--- src/rtl/mpm_pkg.sv ---
// ----------------------------------------------------------------------------
// mpm_pkg: shared definitions for the modular matrix power block
// Sizes, modulus constants, cell control types and the controller states.
// ----------------------------------------------------------------------------
package mpm_pkg;

	localparam int MAX_DIM = 3;
	localparam int MODULUS = 10007;
	localparam int NC = MAX_DIM * MAX_DIM;
	localparam int MW = $clog2(MODULUS);
	localparam int DW = $clog2(MAX_DIM + 1);
	localparam int CW = (NC > 1) ? $clog2(NC) : 1;
	localparam int IW = $clog2(2 * MAX_DIM);
	localparam int AW = 2 * MW + $clog2(MAX_DIM + 1);
	localparam longint unsigned RECIP = (64'd1 << AW) / MODULUS;
	localparam int RW = $clog2(RECIP + 1);
	localparam int EXP_W = 31;
	localparam int ENT_W = 14;

	typedef struct packed {
		logic init;
		logic load;
		logic mul;
		logic red1;
		logic wr_res;
		logic wr_sq;
		logic x_res;
	} cell_ctl_t;

	typedef struct packed {
		logic ld;
		logic [DW-1:0] row;
		logic [DW-1:0] col;
		logic last;
	} emit_t;

	typedef enum logic [3:0] {
		ST_IDLE,
		ST_INIT,
		ST_CHECK,
		ST_LOAD,
		ST_MUL,
		ST_DRAIN,
		ST_RED1,
		ST_RED2,
		ST_EMIT
	} state_t;

	function automatic logic [IW-1:0] wrap(input logic [IW-1:0] x, input logic [DW-1:0] d);
		logic [IW-1:0] y;
		y = (x >= IW'(d)) ? x - IW'(d) : x;
		if (y >= IW'(MAX_DIM)) begin
			y = '0;
		end
		return y;
	endfunction

endpackage

--- src/rtl/mpm_ctrl.sv ---
// ----------------------------------------------------------------------------
// mpm_ctrl: sequencer for square-and-multiply
// Walks the exponent bits, runs each matrix product on the cell grid and
// steps through the result entries for output.
// ----------------------------------------------------------------------------
module mpm_ctrl (
	input  logic                      clk,
	input  logic                      arst_n,
	input  logic                      start,
	input  logic [mpm_pkg::EXP_W-1:0] exponent,
	input  logic [mpm_pkg::DW-1:0]    dim,
	input  logic                      out_free,
	output logic                      idle,
	output mpm_pkg::cell_ctl_t        ctl,
	output mpm_pkg::emit_t            emit
);
	import mpm_pkg::*;

	state_t state_q, state_n;
	logic [EXP_W-1:0] e_q, e_n;
	logic sqph_q, sqph_n;
	logic [DW-1:0] k_q, k_n, er_q, er_n, ec_q, ec_n;
	logic [DW-1:0] dm1;

	assign dm1 = dim - DW'(1);

	always_ff @(posedge clk or negedge arst_n) begin
		if (!arst_n) begin
			state_q <= ST_IDLE;
			e_q <= '0;
			sqph_q <= 1'b0;
			k_q <= '0;
			er_q <= '0;
			ec_q <= '0;
		end else begin
			state_q <= state_n;
			e_q <= e_n;
			sqph_q <= sqph_n;
			k_q <= k_n;
			er_q <= er_n;
			ec_q <= ec_n;
		end
	end

	always_comb begin
		state_n = state_q;
		e_n = e_q;
		sqph_n = sqph_q;
		k_n = k_q;
		er_n = er_q;
		ec_n = ec_q;
		ctl = '0;
		ctl.x_res = ~sqph_q;
		emit = '0;
		emit.row = er_q;
		emit.col = ec_q;
		emit.last = (er_q == dm1) && (ec_q == dm1);
		idle = 1'b0;
		case (state_q)
			ST_IDLE: begin
				idle = 1'b1;
				if (start) begin
					e_n = exponent;
					state_n = ST_INIT;
				end
			end
			ST_INIT: begin
				ctl.init = 1'b1;
				state_n = ST_CHECK;
			end
			ST_CHECK: begin
				if (e_q == '0) begin
					er_n = '0;
					ec_n = '0;
					state_n = ST_EMIT;
				end else begin
					sqph_n = ~e_q[0];
					state_n = ST_LOAD;
				end
			end
			ST_LOAD: begin
				ctl.load = 1'b1;
				k_n = '0;
				state_n = ST_MUL;
			end
			ST_MUL: begin
				ctl.mul = 1'b1;
				k_n = k_q + DW'(1);
				if (k_q == dm1) begin
					state_n = ST_DRAIN;
				end
			end
			ST_DRAIN: begin
				state_n = ST_RED1;
			end
			ST_RED1: begin
				ctl.red1 = 1'b1;
				state_n = ST_RED2;
			end
			ST_RED2: begin
				ctl.wr_res = ~sqph_q;
				ctl.wr_sq = sqph_q;
				if (!sqph_q) begin
					sqph_n = 1'b1;
					state_n = ST_LOAD;
				end else begin
					e_n = e_q >> 1;
					state_n = ST_CHECK;
				end
			end
			ST_EMIT: begin
				if (out_free) begin
					emit.ld = 1'b1;
					if (ec_q == dm1) begin
						ec_n = '0;
						er_n = er_q + DW'(1);
					end else begin
						ec_n = ec_q + DW'(1);
					end
					if (emit.last) begin
						state_n = ST_IDLE;
					end
				end
			end
			default: begin
				state_n = ST_IDLE;
			end
		endcase
	end

endmodule

--- config.mk ---
export PLATFORM = sky130hd
export DESIGN_NAME = mpm_ctrl
export DESIGN_NICKNAME = d
export VERILOG_FILES = /design/src/rtl/mpm_pkg.sv /design/src/rtl/mpm_ctrl.sv
export SDC_FILE = /design/constraint.sdc
export NUM_CORES = 1
export LEC_CHECK = 0
export ABC_AREA = 1
export BUFFER_PORTS_ARGS = -buffer_cell sky130_fd_sc_hd__buf_2
export CAP_MARGIN = 20
export CORE_AREA = 5 5 79 81
export CTS_CLUSTER_DIAMETER = 60
export DETAILED_ROUTE_END_ITERATION = 6
export DIE_AREA = 0 0 84 86
export PLACE_DENSITY = 0.7
export SLEW_MARGIN = 20
export SYNTH_ARGS = -nofsm -noshare
export SYNTH_HDL_FRONTEND = slang
export SYNTH_SLANG_ARGS = --single-unit
--- constraint.sdc ---
create_clock -name clk -period 2.1 [get_ports clk]
set_clock_uncertainty 0.1 [all_clocks]
set_input_delay 0.105 -clock clk [delete_from_list [all_inputs] [get_ports clk]]
set_output_delay 0.105 -clock clk [all_outputs]
set_load 0.01 [all_outputs]
## Yosys cells after proc, flatten, opt, wreduce, memory -nomap -nowiden

Cells that the tools add are included.

| operators by class | value |
|---|---|
| $add $sub $neg | 4 |
| equality and inequality tests | 19 |
| mux-type cells | 28 |
| bitwise operators | 2 |
| reductions and logical operators | 12 |

Operators with widths:

| cell | count |
|---|---|
| 31-bit two-way mux | 2 |
| 31-bit case mux with 2 select lines | 1 |
| 4-bit case mux with 9 select lines | 1 |
| 31-bit zero test | 1 |
| 4-bit two-way mux | 5 |
| 4-bit by 3-bit equality test with 1-bit output, second input constant | 4 |
| 2-bit != test, second input constant | 8 |
| 2-bit two-way mux | 6 |
| 2-bit case mux with 2 select lines | 3 |
| 1-bit two-way mux | 9 |
| 4-bit by 2-bit equality test with 1-bit output, second input constant | 2 |
| 4-bit AND reduction | 2 |
| 2-bit nonzero test | 4 |
| 2-bit by 1-bit adder with 2-bit output, second input constant | 3 |
| 2-bit equality test | 3 |
| 3-bit AND reduction | 2 |
| 4-bit by 1-bit equality test with 1-bit output, second input constant | 1 |
| 4-bit equality test, second input constant | 1 |
| 4-bit zero test | 1 |
| 1-bit NOT | 2 |
| 1-bit case mux with 2 select lines | 1 |
| 2-bit AND reduction | 1 |
| 2-bit by 1-bit subtractor with 2-bit output, second input constant | 1 |
| 1-bit logical AND | 1 |

| word-level totals | value |
|---|---|
| flip-flop bits (word level) | 42 |
| input bits | 37 |
| output and inout port bits | 14 |
| word-level logic and storage cells | 71 |

## Longest topological paths before layout

| logic depth | value |
|---|---|
| depth after elaboration | 6 |
| gate-level depth with buffers | 12 |
| depth with buffers taken out | 11 |

## Least setup slack after synthesis

No wires, ideal clock.

| timing | value |
|---|---|
| path type | reg-to-reg |
| start | reg state_q[3] |
| end | reg e_q[30] |
| setup time | 119 ps |
| arrival time | 1323 ps |
| data required time | 1881 ps |
| path slack | 558 ps |
| cell stages (with the launch flop) | 8 |
| buffers on the path | 2 |
| period minus slack after synthesis | 1542 ps |
| cells stage by stage | dfrtp_1 nor2_2 nand3_1 nor2_1 o21a_1 buf_6 buf_6 o21ai_2 |

| between the ends | value |
|---|---|
| word-level cells in the longest chain between the ends | 3 |
| elaborated cells between the ends (all ways) | 7 |
| those cells by class | 3 x eq/ne; 1 x mux; 3 x reduce/logical |

RTL lines:

| element | line | source |
|---|---|---|
| from (decl) | mpm_ctrl.sv:19 | `state_t state_q, state_n;` |
| from (signal assigned) | mpm_ctrl.sv:36 | `state_q <= state_n;` |
| 4-bit by 3-bit equality test with 1-bit output / 4-bit zero test (equally long branches) | mpm_ctrl.sv:59 | `case (state_q)` |
| 2-bit != test (no source line) / 2-bit nonzero test (equally long branches) | -- |  |
| 3-bit AND reduction (no source line) | -- |  |
| to (signal assigned) | mpm_ctrl.sv:37 | `e_q <= e_n;` |
| to (decl) | mpm_ctrl.sv:20 | `logic [EXP_W-1:0] e_q, e_n;` |

Parallel ways exist; a longest one is shown, timed or not.
A chain may end at the register's enable or synchronous reset.

## Worst setup path in the final report

| timing | value |
|---|---|
| start | reg state_q[0] |
| end | reg e_q[23] |

The elaborated chain is that of the path after synthesis.

==> flow_metrics.tcl <==
set metrics [dict create \
    cts_tree "yes" \
    endpoint_kind "register" \
    n_antenna_cell 0 \
    power.leakage_uw 0.00162 \
    hp-class "input port to register" \
    syn_to_final_growth_pct 16.1 \
    startpoint_type "register" \
    total_power_uw 3890 \
    wl_mm 5.16 \
    ys_ff_latch 42 \
    die_h_um 86 \
    drive_gt1_share_pct 25.0 \
    crit_type "register to register" \
    wl_per_cell_um 10.8 \
    powerDensity_nw_per_um2 1310 \
    critical_path_arrival_ns 1.83 \
    syn_area_um2 2550 \
    start_util_pct 47.3 \
    synthTopCellsByArea "dfrtp_1 41%, nand2_1 17%, o21ai_2 11%, inv_1 7.5%, o21ai_0 6.3%" \
    timing.final.hold_violations 0 \
    drc 0 \
    grt_first_pass_wirelength_mm 9.32 \
    cts_max_path_buffers 2 \
    num_rows 27 \
    ioPinCount 51 \
    status "complete, no violations" \
    cts-buffers-inserted 5 \
    vdd_drop_max_v 0.000716 \
    fmax_ghz 0.572 \
    synth_top_area_share_pct 41.1 \
    slew_violations 0 \
    grt.total_usage_pct 15.4 \
    ys_warn_count 0 \
    overflow 0 \
    ys_types 22 \
    maxSlewHeadroom_pct 58.7 \
    cts.sinks 42 \
    cts-root-buf "clkbuf_8" \
    via_per_inst 4.71 \
    crit_required_ns 2.18 \
    rsz0062_at_grt "no" \
    syn-num-nets 391 \
    cp_max_fo 62 \
    grt_max_degree 63 \
    synthCells 354 \
    dieArea_um2 7220 \
    yosysTopAreaCell "dfrtp_1" \
    first_iter_violations 108 \
    cts-htree-levels 2 \
    avgSynthCellArea_um2 7.22 \
    die_w_um 84 \
    ys_seq_area_share_pct 41.1 \
    tightest_slew_ns 0.619 \
    grt_pass1_vias 2186 \
    antenna_found_initial 0 \
    tns_ns 0 \
    drtAntennaViolNets 0 \
    coreArea_um2 5410 \
    dp_hpwl_mm 3.90 \
    min_period_ns 1.75 \
    post_cts_buffers 0 \
    drt-pass1-iter-count 4 \
    vias 2243 \
    clk_pin_slew_ns 0.08 \
    place.gp.congestion 0.806 \
    fillCellCount 525 \
    max_cap_viol_count 0 \
    setup_viol 0 \
    io_buffers 50 \
    final_nets 440 \
    clk_latency_ns 0.29 \
    period_share_pct 83.2 \
]
cell families (layout without fill, tap and decap cells):
| kind of cell | count (synthesis) | count (layout) | share of synthesized area (%) |
|---|---|---|---|
| buffers and inverters | 67 | 117 | 12.1 |
| AND/OR/NAND/NOR | 173 | 173 | 27.1 |
| flip-flops | 42 | 42 | 41.1 |
| XOR/XNOR | 4 | 4 | 1.37 |
| AO/OA/AOI/OAI | 68 | 68 | 18.3 |
layout make-up:
| class | instances | area (um^2) | area share (%) |
|---|---|---|---|
| multi-input cells | 245 | 1200 | 40.4 |
| well taps | 72 | 90.1 | 3.04 |
| repair buffers | 57 | 320 | 10.8 |
| flip-flops and latches | 42 | 1050 | 35.4 |
| clock buffers | 8 | 110 | 3.71 |
| inverters | 52 | 195 | 6.58 |
power by group:
group          switching (uW)  internal, uW  total, uW  leakage (uW)
Combinational            1180           719       1900       0.00103
Sequential                221          1170       1390      0.000525
Clock                     270           332        602     0.0000575
Total                    1670          2220       3890       0.00162
routing by layer:
metal	global-route usage (%)	vias up	part of all wire, %
met5	0	-	0
met4	4.97	0	1.4
met3	2.88	7	4.1
met2	26.6	39	48
met1	19.5	993	47
li1	-	1204	-
worst paths after layout:
kind	startpoint	slack [ns]	cells after the start	end
min in group asynchronous	arst_n	0.26	2	e_q[15]$_DFFE_PN0P_
hold / removal	exponent[13]	0.02	5	e_q[13]$_DFFE_PN0P_
hold reg to reg	k_q[1]$_DFFE_PN0P_	0.42	1	k_q[1]$_DFFE_PN0P_
max in group asynchronous	arst_n	1.06	3	e_q[18]$_DFFE_PN0P_
setup reg to reg	state_q[0]$_DFFE_PN0P_	0.35	7	e_q[23]$_DFFE_PN0P_
setup / recovery	state_q[0]$_DFFE_PN0P_	0.35	7	e_q[23]$_DFFE_PN0P_
per-stage QoR:
step                hold slack [ns]  std cells  util, %  cell area, um^2  worst slack, ns
floorplan                    -0.291        354        -             2550            0.558
global placement             0.0472        466     52.5             2840            0.374
detailed placement           0.0527        466     52.5             2840            0.373
CTS                          0.0193        476     54.9             2970            0.368
global route                 0.0464        476     54.9             2970            0.228
finish                       0.0246        476     54.9             2970            0.353
what timing repair did:
| item | in CTS | in global routing |
|---|---|---|
| gates resized for setup | 0 | 0 |
| hold buffers | 2 | 0 |
| hold endpoints to repair | 26 | 0 |
synthesized netlist by cell type:
cell type,n
nand2_1,113
inv_1,51
dfrtp_1,42
nor2_1,36
o21ai_0,32
o21ai_2,32
nand3_1,13
buf_6,7
buf_2,4
nand4_1,4
clkbuf_1,3
nor2_2,3
a21oi_1,2
nor3_1,2
xnor2_1,2
xor2_1,2
clkbuf_2,1
inv_2,1
nand3b_1,1
o21a_1,1
o221ai_1,1
or2_1,1
sequential cells by signal, indices dropped and copies added (netlist names):
| register | cells |
|---|---|
| e_q | 31 |
| state_q | 4 |
| k_q | 2 |
| ec_q | 2 |
| er_q | 2 |
| sqph_q | 1 |
worst max-delay path, cell delays in order (launching register included):
cell and delay, ns:
dfrtp_1 0.46, nor2_2 0.17, nand2_1 0.11, or2_1 0.26
o21a_2 0.14, buf_12 0.20, nand2_1 0.12, o21ai_2 0.05
cell usage in the layout, fill, tap and decap left out, drive strengths merged:
cell | Yosys | layout
dfrtp | 42 | 42
xnor2 | 2 | 2
xor2 | 2 | 2
clkbuf | 4 | 8
o21ai | 64 | 64
nor3 | 2 | 2
nand4 | 4 | 4
nand3 | 13 | 13
nor2 | 39 | 39
or2 | 1 | 1
buf | 11 | 55
o221ai | 1 | 1
o21a | 1 | 1
inv | 52 | 52
nand2 | 113 | 113
a21oi | 2 | 2
nand3b | 1 | 1
dlygate4sd3 | 0 | 2
No activity file was read; power rests on OpenSTA's default activity.
