[src/rtl/mpm_pkg.sv]
// ----------------------------------------------------------------------------
// mpm_pkg: shared definitions for the modular matrix power block
// Sizes, modulus constants, cell control types and the controller states.
// ----------------------------------------------------------------------------
package mpm_pkg;

	localparam int MAX_DIM = 3;
	localparam int MODULUS = 10007;
	localparam int NC = MAX_DIM * MAX_DIM;
	localparam int MW = $clog2(MODULUS);
	localparam int DW = $clog2(MAX_DIM + 1);
	localparam int CW = (NC > 1) ? $clog2(NC) : 1;
	localparam int IW = $clog2(2 * MAX_DIM);
	localparam int AW = 2 * MW + $clog2(MAX_DIM + 1);
	localparam longint unsigned RECIP = (64'd1 << AW) / MODULUS;
	localparam int RW = $clog2(RECIP + 1);
	localparam int EXP_W = 31;
	localparam int ENT_W = 14;

	typedef struct packed {
		logic init;
		logic load;
		logic mul;
		logic red1;
		logic wr_res;
		logic wr_sq;
		logic x_res;
	} cell_ctl_t;

	typedef struct packed {
		logic ld;
		logic [DW-1:0] row;
		logic [DW-1:0] col;
		logic last;
	} emit_t;

	typedef enum logic [3:0] {
		ST_IDLE,
		ST_INIT,
		ST_CHECK,
		ST_LOAD,
		ST_MUL,
		ST_DRAIN,
		ST_RED1,
		ST_RED2,
		ST_EMIT
	} state_t;

	function automatic logic [IW-1:0] wrap(input logic [IW-1:0] x, input logic [DW-1:0] d);
		logic [IW-1:0] y;
		y = (x >= IW'(d)) ? x - IW'(d) : x;
		if (y >= IW'(MAX_DIM)) begin
			y = '0;
		end
		return y;
	endfunction

endpackage

[src/rtl/mpm_cell.sv]
// ----------------------------------------------------------------------------
// mpm_cell: one entry of the matrix grid
// Holds the base, square and result entries, rotates its operands to its
// neighbors, multiplies and accumulates, and reduces the sum modulo MODULUS.
// ----------------------------------------------------------------------------
module mpm_cell (
	input  logic                   clk,
	input  logic                   arst_n,
	input  mpm_pkg::cell_ctl_t     ctl,
	input  logic                   base_we,
	input  logic [mpm_pkg::MW-1:0] base_in,
	input  logic                   one,
	input  logic                   keep,
	input  logic [mpm_pkg::MW-1:0] a_ld,
	input  logic [mpm_pkg::MW-1:0] b_ld,
	input  logic [mpm_pkg::MW-1:0] a_nx,
	input  logic [mpm_pkg::MW-1:0] b_nx,
	output logic [mpm_pkg::MW-1:0] a,
	output logic [mpm_pkg::MW-1:0] b,
	output logic [mpm_pkg::MW-1:0] sq,
	output logic [mpm_pkg::MW-1:0] res
);
	import mpm_pkg::*;

	localparam logic [AW-1:0] MOD_AW = AW'(MODULUS);
	localparam logic [RW-1:0] RECIP_V = RW'(RECIP);

	logic [MW-1:0] base_q, sq_q, res_q, a_q, b_q;
	logic [2*MW-1:0] prod_s1;
	logic pv_q;
	logic [AW-1:0] acc_q;
	logic [RW-1:0] qt_q;
	logic [AW+RW-1:0] pr;
	logic [AW-1:0] rm, red;

	always_comb begin
		pr = (AW+RW)'(acc_q) * (AW+RW)'(RECIP_V);
		rm = acc_q - AW'(qt_q) * MOD_AW;
		red = (rm >= MOD_AW) ? rm - MOD_AW : rm;
	end

	always_ff @(posedge clk or negedge arst_n) begin
		if (!arst_n) begin
			base_q <= '0;
			sq_q <= '0;
			res_q <= '0;
			pv_q <= 1'b0;
		end else begin
			if (base_we) begin
				base_q <= base_in;
			end
			if (ctl.init) begin
				res_q <= one ? MW'(1) : '0;
				sq_q <= keep ? base_q : '0;
			end
			if (ctl.wr_res) begin
				res_q <= red[MW-1:0];
			end
			if (ctl.wr_sq) begin
				sq_q <= red[MW-1:0];
			end
			if (ctl.load) begin
				pv_q <= 1'b0;
			end else begin
				pv_q <= ctl.mul;
			end
		end
	end

	always_ff @(posedge clk) begin
		if (ctl.load) begin
			a_q <= a_ld;
			b_q <= b_ld;
			acc_q <= '0;
		end else begin
			if (ctl.mul) begin
				a_q <= a_nx;
				b_q <= b_nx;
			end
			if (pv_q) begin
				acc_q <= acc_q + AW'(prod_s1);
			end
		end
		if (ctl.mul) begin
			prod_s1 <= (2*MW)'(a_q) * (2*MW)'(b_q);
		end
		if (ctl.red1) begin
			qt_q <= pr[AW+RW-1:AW];
		end
	end

	assign a = a_q;
	assign b = b_q;
	assign sq = sq_q;
	assign res = res_q;

endmodule

[config.mk]
export PLATFORM = sky130hd
export DESIGN_NAME = mpm_cell
export DESIGN_NICKNAME = d
export VERILOG_FILES = /design/src/rtl/mpm_pkg.sv /design/src/rtl/mpm_cell.sv
export SDC_FILE = /design/constraint.sdc
export NUM_CORES = 1
export LEC_CHECK = 0
export BUFFER_PORTS_ARGS = -buffer_cell sky130_fd_sc_hd__buf_4
export CAP_MARGIN = 30
export CORE_ASPECT_RATIO = 1.5
export CORE_MARGIN = 5
export CORE_UTILIZATION = 45
export CTS_BUF_LIST = sky130_fd_sc_hd__clkbuf_8 sky130_fd_sc_hd__clkbuf_16
export DETAILED_ROUTE_END_ITERATION = 8
export HOLD_SLACK_MARGIN = 0.08
export PLACE_DENSITY_LB_ADDON = 0.12
export SETUP_SLACK_MARGIN = 0.02
export SKIP_LAST_GASP = 1
export SYNTH_ARGS = -nofsm -noshare
export SYNTH_HDL_FRONTEND = slang
export SYNTH_SLANG_ARGS = --single-unit
[constraint.sdc]
create_clock -name clk -period 9.99 [get_ports clk]
set_clock_uncertainty 0.05 [all_clocks]
set_input_delay 0.4995 -clock clk [delete_from_list [all_inputs] [get_ports clk]]
set_output_delay 0.4995 -clock clk [all_outputs]
set_load 0.01 [all_outputs]
# Word level (Yosys, flattened, before mapping)
# Index checks and enable logic that the tools add are counted.
# classes
n_reduce_logical	3
multipliers	3
magnitude_cmp	1
muxes	12
addsub	3
# op_table
operator	n
$mux W14	10
$mul A30 B17 Y47 const B	1
$add A30 B28 Y30	1
$ge A30 B14 Y1 const B	1
$mul A17 B14 Y30 const B	1
$sub A30 B30 Y30	1
$mul A14 B14 Y28	1
$sub A14 B14 Y14 const B	1
$reduce_bool A2 Y1	3
$mux W1	2
# totals
register_bits	146

# Longest topological paths before layout
# Gate-level depths: netlist of run 1.
# logic_depth
depth_word	5
mapped_depth	26

# Worst setup path before layout of run 1
# OpenSTA, ideal clock, no wires.
# synth_timing
path_type	register -> register
from	register b_q[2], in the netlist b[2]
to	register prod_s1[26] (data pin)
t_arrival_ns	6.070
path_buffers	1
required_ns	9.682
synth_period_minus_slack_ns	6.377
path_slack_ns	3.613
stages_incl_launch_ff	22
cell_sequence	edfxtp_1 > clkbuf_1 > nand2_1 > fa_1 > inv_1 > fa_1 > inv_1 > fa_1 > inv_1 > fa_1 > fa_1 > fa_1 > ha_1 > a21o_1 > a21oi_1 > o21ai_0 > a211oi_1 > o31ai_1 > or4_1 > a31o_2 > a21oi_1 > xnor2_1
# synth_via
elab_chain_cells	1
# synth_lines
element	line	text
from (decl)	mpm_cell.sv:28	logic [MW-1:0] base_q, sq_q, res_q, a_q, b_q;
from (signal assigned)	mpm_cell.sv:73	b_q <= b_ld;
from (signal assigned)	mpm_cell.sv:78	b_q <= b_nx;
$mul A14 B14 Y28	mpm_cell.sv:85	prod_s1 <= (2*MW)'(a_q) * (2*MW)'(b_q);
to (signal assigned)	mpm_cell.sv:85	
to (decl)	mpm_cell.sv:29	logic [2*MW-1:0] prod_s1;
# Every way passes these cells.
# A chain may end at the register's enable or synchronous reset.

# Worst setup path after layout of run 1
# layout_timing
from	register qt_q[8]
to	register res_q[1], in the netlist res[1]
# layout_via
elab_chain_cells	5
# layout_lines
element	line	text
from (decl)	mpm_cell.sv:32	logic [RW-1:0] qt_q;
from (signal assigned)	mpm_cell.sv:88	qt_q <= pr[AW+RW-1:AW];
$mul A17 B14 Y30	mpm_cell.sv:38	rm = acc_q - AW'(qt_q) * MOD_AW;
$sub A30 B30 Y30	mpm_cell.sv:38	
$ge A30 B14 Y1	mpm_cell.sv:39	red = (rm >= MOD_AW) ? rm - MOD_AW : rm;
$mux W14	mpm_cell.sv:39	
$mux W14	mpm_cell.sv:56	if (ctl.wr_res) begin
to (signal assigned)	mpm_cell.sv:53	res_q <= one ? MW'(1) : '0;
to (signal assigned)	mpm_cell.sv:57	res_q <= red[MW-1:0];
to (decl)	mpm_cell.sv:28	
# Every way passes these cells.

==> results of run 1 <==
cell families after synthesis:
kind of cell	Yosys count
adder cells (fa/ha/maj)	811
buffers and inverters	731
AND/OR/NAND/NOR	562
AO/OA/AOI/OAI	378
flip-flops	146
XOR/XNOR	88
multiplexers	63
path summary, 6_finish.rpt:
check / from / end / slack [ps] / cells after the start
worst max-delay path: qt_q[8]$_DFFE_PP_ / res[1]$_DFFE_PN0P_ / 2270 / 22
worst min-delay path: base_in[11] / base_q[11]$_DFFE_PN0P_ / 210 / 2
worst max register to register: qt_q[8]$_DFFE_PP_ / res[1]$_DFFE_PN0P_ / 2270 / 22
worst min register to register: base_q[3]$_DFFE_PN0P_ / base_q[3]$_DFFE_PN0P_ / 460 / 1
max in group asynchronous: arst_n / res[13]$_DFFE_PN0P_ / 8930 / 2
min in group asynchronous: arst_n / base_q[10]$_DFFE_PN0P_ / 550 / 2
area by class of cell:
class / count / area [µm²]
inverter: 661 / 2480
timing repair buffer: 150 / 1130
multi-input combinational: 1902 / 20000
fill: 5605 / 29700
clock buffer: 19 / 475
clock inverter: 13 / 109
sequential: 146 / 3870
tap: 777 / 972
metal layers:
layer	GRT usage, %	wire length (µm)
met5	0	0
met4	8.62	2760
met3	2.07	1540
met2	41.9	37100
met1	21.3	23500
cells in the mapped netlist (all sizes together) (7+ instances only):
master and number:
o211ai 23, o21ai 64, dfrtp 43, nand2b 16, nor4 9, a31o 7, o22ai 12, ha 415
nor2 90, buf 16, nand2 173, nor2b 21, mux2 48, o2111ai 13, and2 105, a21oi 99
mux2i 15, a311oi 8, inv 660, a211oi 12, clkbuf 54, nand4 13, a31oi 15, edfxtp 73
a21o 36, xnor2 57, dfxtp 30, nand3 51, nor3 41, o21a 13, o31ai 10, or3 7
a221oi 7, and3 13, xor2 31, o21bai 16, fa 396, a211o 7
through the flow:
step           instances  setup slack [ps]  instance area (µm²)
2_1_floorplan       2779              3610                26700
3_3_place_gp        3635              2320                28400
3_5_place_dp        3635              2240                28400
4_1_cts             3668              2250                29000
5_1_grt             3668              1870                29000
6_report            3668              2270                29000
critical path: stages, from the launching register on:
cell and delay [ps]:
edfxtp_1 490, inv_1 230, fa_1 550, inv_1 40, ha_1 260, inv_1 50
fa_1 500, fa_1 560, inv_1 60, fa_1 500, fa_1 540, inv_1 40
ha_1 410, and2_1 230, a221oi_2 410, o21ai_0 130, nand2_1 140, a21boi_1 100
o31a_1 350, a221oi_2 330, and4b_1 890, nand2_2 410, o311ai_1 350
flip-flops by register name, summed over array words and instances (netlist names):
register,flops
a,14
acc_q,30
b,14
base_q,14
prod_s1,28
pv_q,1
qt_q,17
res,14
sq,14
==> flow_metrics.tcl, run 1 <==
set metrics [dict create \
    setup_viol_count_final 0 \
    cts-root-buf "clkbuf_16" \
    hpwl_um 56400 \
    synth_edf_count 73 \
    relSlewSlack_pct 25.6 \
    cts_tree "done" \
    synth_area_leader_cell "fa_1" \
    synth_top_family_by_area "adder cells" \
    cts_buffers 17 \
    final_util_pct 49.4 \
    synth-seq-area-share_pct 14.5 \
    ant_nets 0 \
    synthCells 2779 \
    synth_mux_area_share_pct 2.59 \
    min_path_type "primary input to register" \
    rsz0062_at_grt "no" \
    synthesis.area_um2 26700 \
    fin_crit_ps 7720 \
    synth_warnings 0 \
    gp_congestion 0.923 \
    rows 109 \
    final_cell_mix "inv_1 (661), ha_1 (415), fa_1 (396)" \
    cp-start-kind "register" \
    firstDrtPassIters 5 \
    nNetsFinal 3771 \
    worst_slew_pin_slew_ps 1110 \
    synth_flop_cell "edfxtp_1" \
    synth_cell_type_count 81 \
    track_usage_pct 20.7 \
    yosysTopAreaCellShare_pct 29.7 \
    drtIter0Drc 694 \
    dieWidth_um 209 \
    drive_above_1_share_pct 8.92 \
    final.setup.tns_ps 0 \
    grt_start_max_net_pins 52 \
    cts_resized 0 \
    cts_hold_buf 1 \
    wl_per_cell_um 17.7 \
    drt_drc_violations_left 0 \
    fp.dieH_um 308 \
    clk_pin_slew_ps 70 \
    core_um2 58800 \
    yosys-top-cells-area "fa_1 (30%), ha_1 (19%), inv_1 (9.3%)" \
    max_freq_mhz 129 \
    hold_slack_ps 213 \
    start_util_pct 45.4 \
    via_per_inst 5.22 \
    drt-total-wl_um 64900 \
    end_kind "register" \
    clk_latency_ps 480 \
    maxSlewViolCount 0 \
    cp.arrival_ps 8030 \
    synth-simple-area-share_pct 10.5 \
    gr-total-overflow 0 \
    synthXorXnorAreaFrac_pct 2.89 \
    synth_nets 3672 \
    hold_viol_final 0 \
    crit_required_ps 10300 \
    port_buffers 136 \
    die_area_um2 64300 \
    crit_type "register to register" \
    vias 19200 \
    period_share_pct 77.3 \
    cts_max_level 4 \
    synth_area_per_cell_um2 9.59 \
    outcome "finished clean" \
    synth_compound_area_share_pct 9.80 \
    postCtsSetupBuffers 0 \
    ys_ff_latch 146 \
    areaGrowthSynthToFinish_pct 8.89 \
    crit_fanout 19 \
    n_antenna_cell 0 \
    io_pins 138 \
    antenna_found_initial 0 \
    ys_async_sr_fraction_pct 29.5 \
    clock_path_buffers 2 \
    max_cap_violations 0 \
    grt_pass1_wl_um 107000 \
    final_common_cell "inv_1" \
    cts.sinks 146 \
    grt_pass1_vias 21100 \
    yosys.area_share.adder_pct 49.2 \
]
Power of run 1 is left out: the tool's default activity adds up to more than one toggle a clock period on the data nets, which glitch-free logic cannot reach.
==> run 2, diff against run 1 <==
==> constraint.sdc (replaced) <==
create_clock -name clk -period 6.9 [get_ports clk]
set_clock_uncertainty 0.05 [all_clocks]
set_input_delay 0.345 -clock clk [delete_from_list [all_inputs] [get_ports clk]]
set_output_delay 0.345 -clock clk [all_outputs]
set_load 0.01 [all_outputs]
==> run 2 against run 1 <==
Effect of this change:
- core utilization rose by 1.8 points
- setup slack got worse by 2000 ps
- critical path depth rose by 3
- clock-buffer cell count fell by 1
- register-to-register slack got worse by 2000 ps
- via count rose by 2.9%
- first-iteration DRC count rose by 1.7%
- final cell count rose by 2.8%
- fmax rose by 16%
- hold slack got worse by 97 ps
- flip-flop and latch count did not move
- largest cell class unchanged
==> flow_metrics.tcl, run 2 (synthesized netlist as in run 1, its figures left out) <==
set metrics [dict create \
    slowest_stage "fa_1" \
    min_path_type "primary input to register" \
    rows 109 \
    critical_path.top_delay_family "adder cells" \
    cp-start-kind "register" \
    cts_max_level 4 \
    period_share_pct 96.5 \
    core_um2 58800 \
    cts-root-buf "clkbuf_16" \
    largest_register "acc_q" \
    areaGrowthSynthToFinish_pct 12.8 \
    clock_path_buffers 2 \
    drt-total-wl_um 68500 \
    hold_end "b[8]$_DFFE_PP_" \
    hold_viol_final 0 \
    start_util_pct 45.4 \
    dieWidth_um 209 \
    final_common_cell "inv_1" \
    fp.dieH_um 308 \
    path_common_cell "fa_1" \
    drt_drc_violations_left 0 \
    worst_slew_pin_slew_ps 715 \
    grt_start_max_net_pins 48 \
    final_cell_mix "inv_1 (654), ha_1 (411), fa_1 (395)" \
    crit_required_ps 7230 \
    vias 19700 \
    cts_tree "done" \
    n_antenna_cell 0 \
    r2r_end "sq[7]$_DFFE_PN0P_" \
    cts.sinks 146 \
    die_area_um2 64300 \
    crit_buf_inv 8 \
    maxSlewViolCount 0 \
    nNetsFinal 3874 \
    critical-path-max-stage-delay_ps 570 \
    outcome "finished clean" \
    gp_congestion 0.900 \
    setup_viol_count_final 0 \
    gr-usage-met2_pct 44.0 \
    preCtsSetupSlack_ps 22.6 \
    grt_pass1_wl_um 112000 \
    max_cap_violations 0 \
    reg.largest.list "acc_q x30, prod_s1 x28, qt_q x17" \
    max_freq_mhz 150 \
    cp.arrival_ps 6990 \
    rr_startpoint "qt_q[7]$_DFFE_PP_" \
    port_buffers 136 \
    gr-total-overflow 0 \
    r2r_setup_slack_ps 240 \
    layout_setup_ws_ps 239 \
    cts_buffers 17 \
    via_per_inst 5.23 \
    hold_depth 2 \
    crit_type "register to register" \
    wl_per_cell_um 18.2 \
    fin_crit_ps 6660 \
    end_kind "register" \
    reg2regPathDepth 25 \
    relSlewSlack_pct 52.3 \
    met3_usage_pct 2.17 \
    dp.cells 3707 \
    largest_reg_flops 30 \
    antenna_found_initial 0 \
    crit_fanout 7 \
    grt_pass1_vias 22000 \
    ant_nets 0 \
    drtIter0Drc 706 \
    clk_latency_ps 490 \
    io_pins 138 \
    grtUsageMet1_pct 21.4 \
    min-delay-start "b_ld[8]" \
    drive_above_1_share_pct 12.6 \
    grt_busiest_layer "met2" \
    clk_pin_slew_ps 70 \
    track_usage_pct 21.8 \
    firstDrtPassIters 5 \
    hpwl_um 59800 \
    instances_no_fill 3771 \
]
-- run 2: cell types whose count changed in the layout (fill, tap and decap cells not counted), sizes merged --
cell / delta
clkinv: +6
clkinvlp: +2
bufinv: +1
buf: +88
inv: -8
dlygate4sd3: +14
-- run 2: worst max path at each step --
stage / to / cells after the start / startpoint / slack, ps
final: sq[7]$_DFFE_PN0P_ / 25 / qt_q[7]$_DFFE_PP_ / 240
after global routing: sq[3]$_DFFE_PN0P_ / 25 / qt_q[9]$_DFFE_PP_ / -20
after CTS: res[12]$_DFFE_PN0P_ / 25 / qt_q[9]$_DFFE_PP_ / 50
after detailed placement: res[12]$_DFFE_PN0P_ / 25 / qt_q[9]$_DFFE_PP_ / 20
after global placement: res[8]$_DFFE_PN0P_ / 23 / qt_q[7]$_DFFE_PP_ / 180
after floorplan: prod_s1[26]$_DFFE_PP_ / 21 / b[2]$_DFFE_PP_ / 520
-- run 2: what timing repair did --
| action | 4_1_cts | 5_1_grt |
|---|---|---|
| buffers inserted | 0 | 16 |
| resized for setup | 0 | 43 |
| setup endpoints to repair | 0 | 29 |
| endpoints found under the hold margin | 57 | 0 |
| hold buffers | 15 | 0 |
-- run 2: area by class of cell --
type                    instances  area (µm²)
clock buffers                  18         450
clock inverters                14         139
fillers                      5491       28700
inverters                     661        2500
multi-input cells            1902       20100
flip-flops and latches        146        3870
well taps                     777         972
repair buffers                253        2010
-- run 2: metal layers --
metal / vias to the layer above / wire (µm)
li1: 9383 / -
met3: 177 / 1410
met4: 0 / 4200
met5: - / 0
met1: 9776 / 23800
met2: 378 / 39100
-- run 2: per-stage QoR --
stage | TNS [ps] | instance area [µm²] | hold WS [ps] | util [%]
after CTS | 0 | 29800 | 89.9 | 50.6
after global routing | -45.9 | 30100 | 104 | 51.2
after floorplan | 0 | 26700 | -0.591 | -
after global placement | 0 | 29000 | 339 | 49.4
final | 0 | 30100 | 115 | 51.2
after detailed placement | 0 | 29000 | 343 | 49.4
-- run 2: worst register-to-register path: cells and delay by family (launching register included) --
kind	cells	cell delay (ps)
compound gates	4	720
xor+xnor	1	160
fa+ha+maj	7	2990
buf+inv	8	1030
flops	1	390
mux	1	240
simple gates	4	1000
Power of run 2 is left out for the same reason.
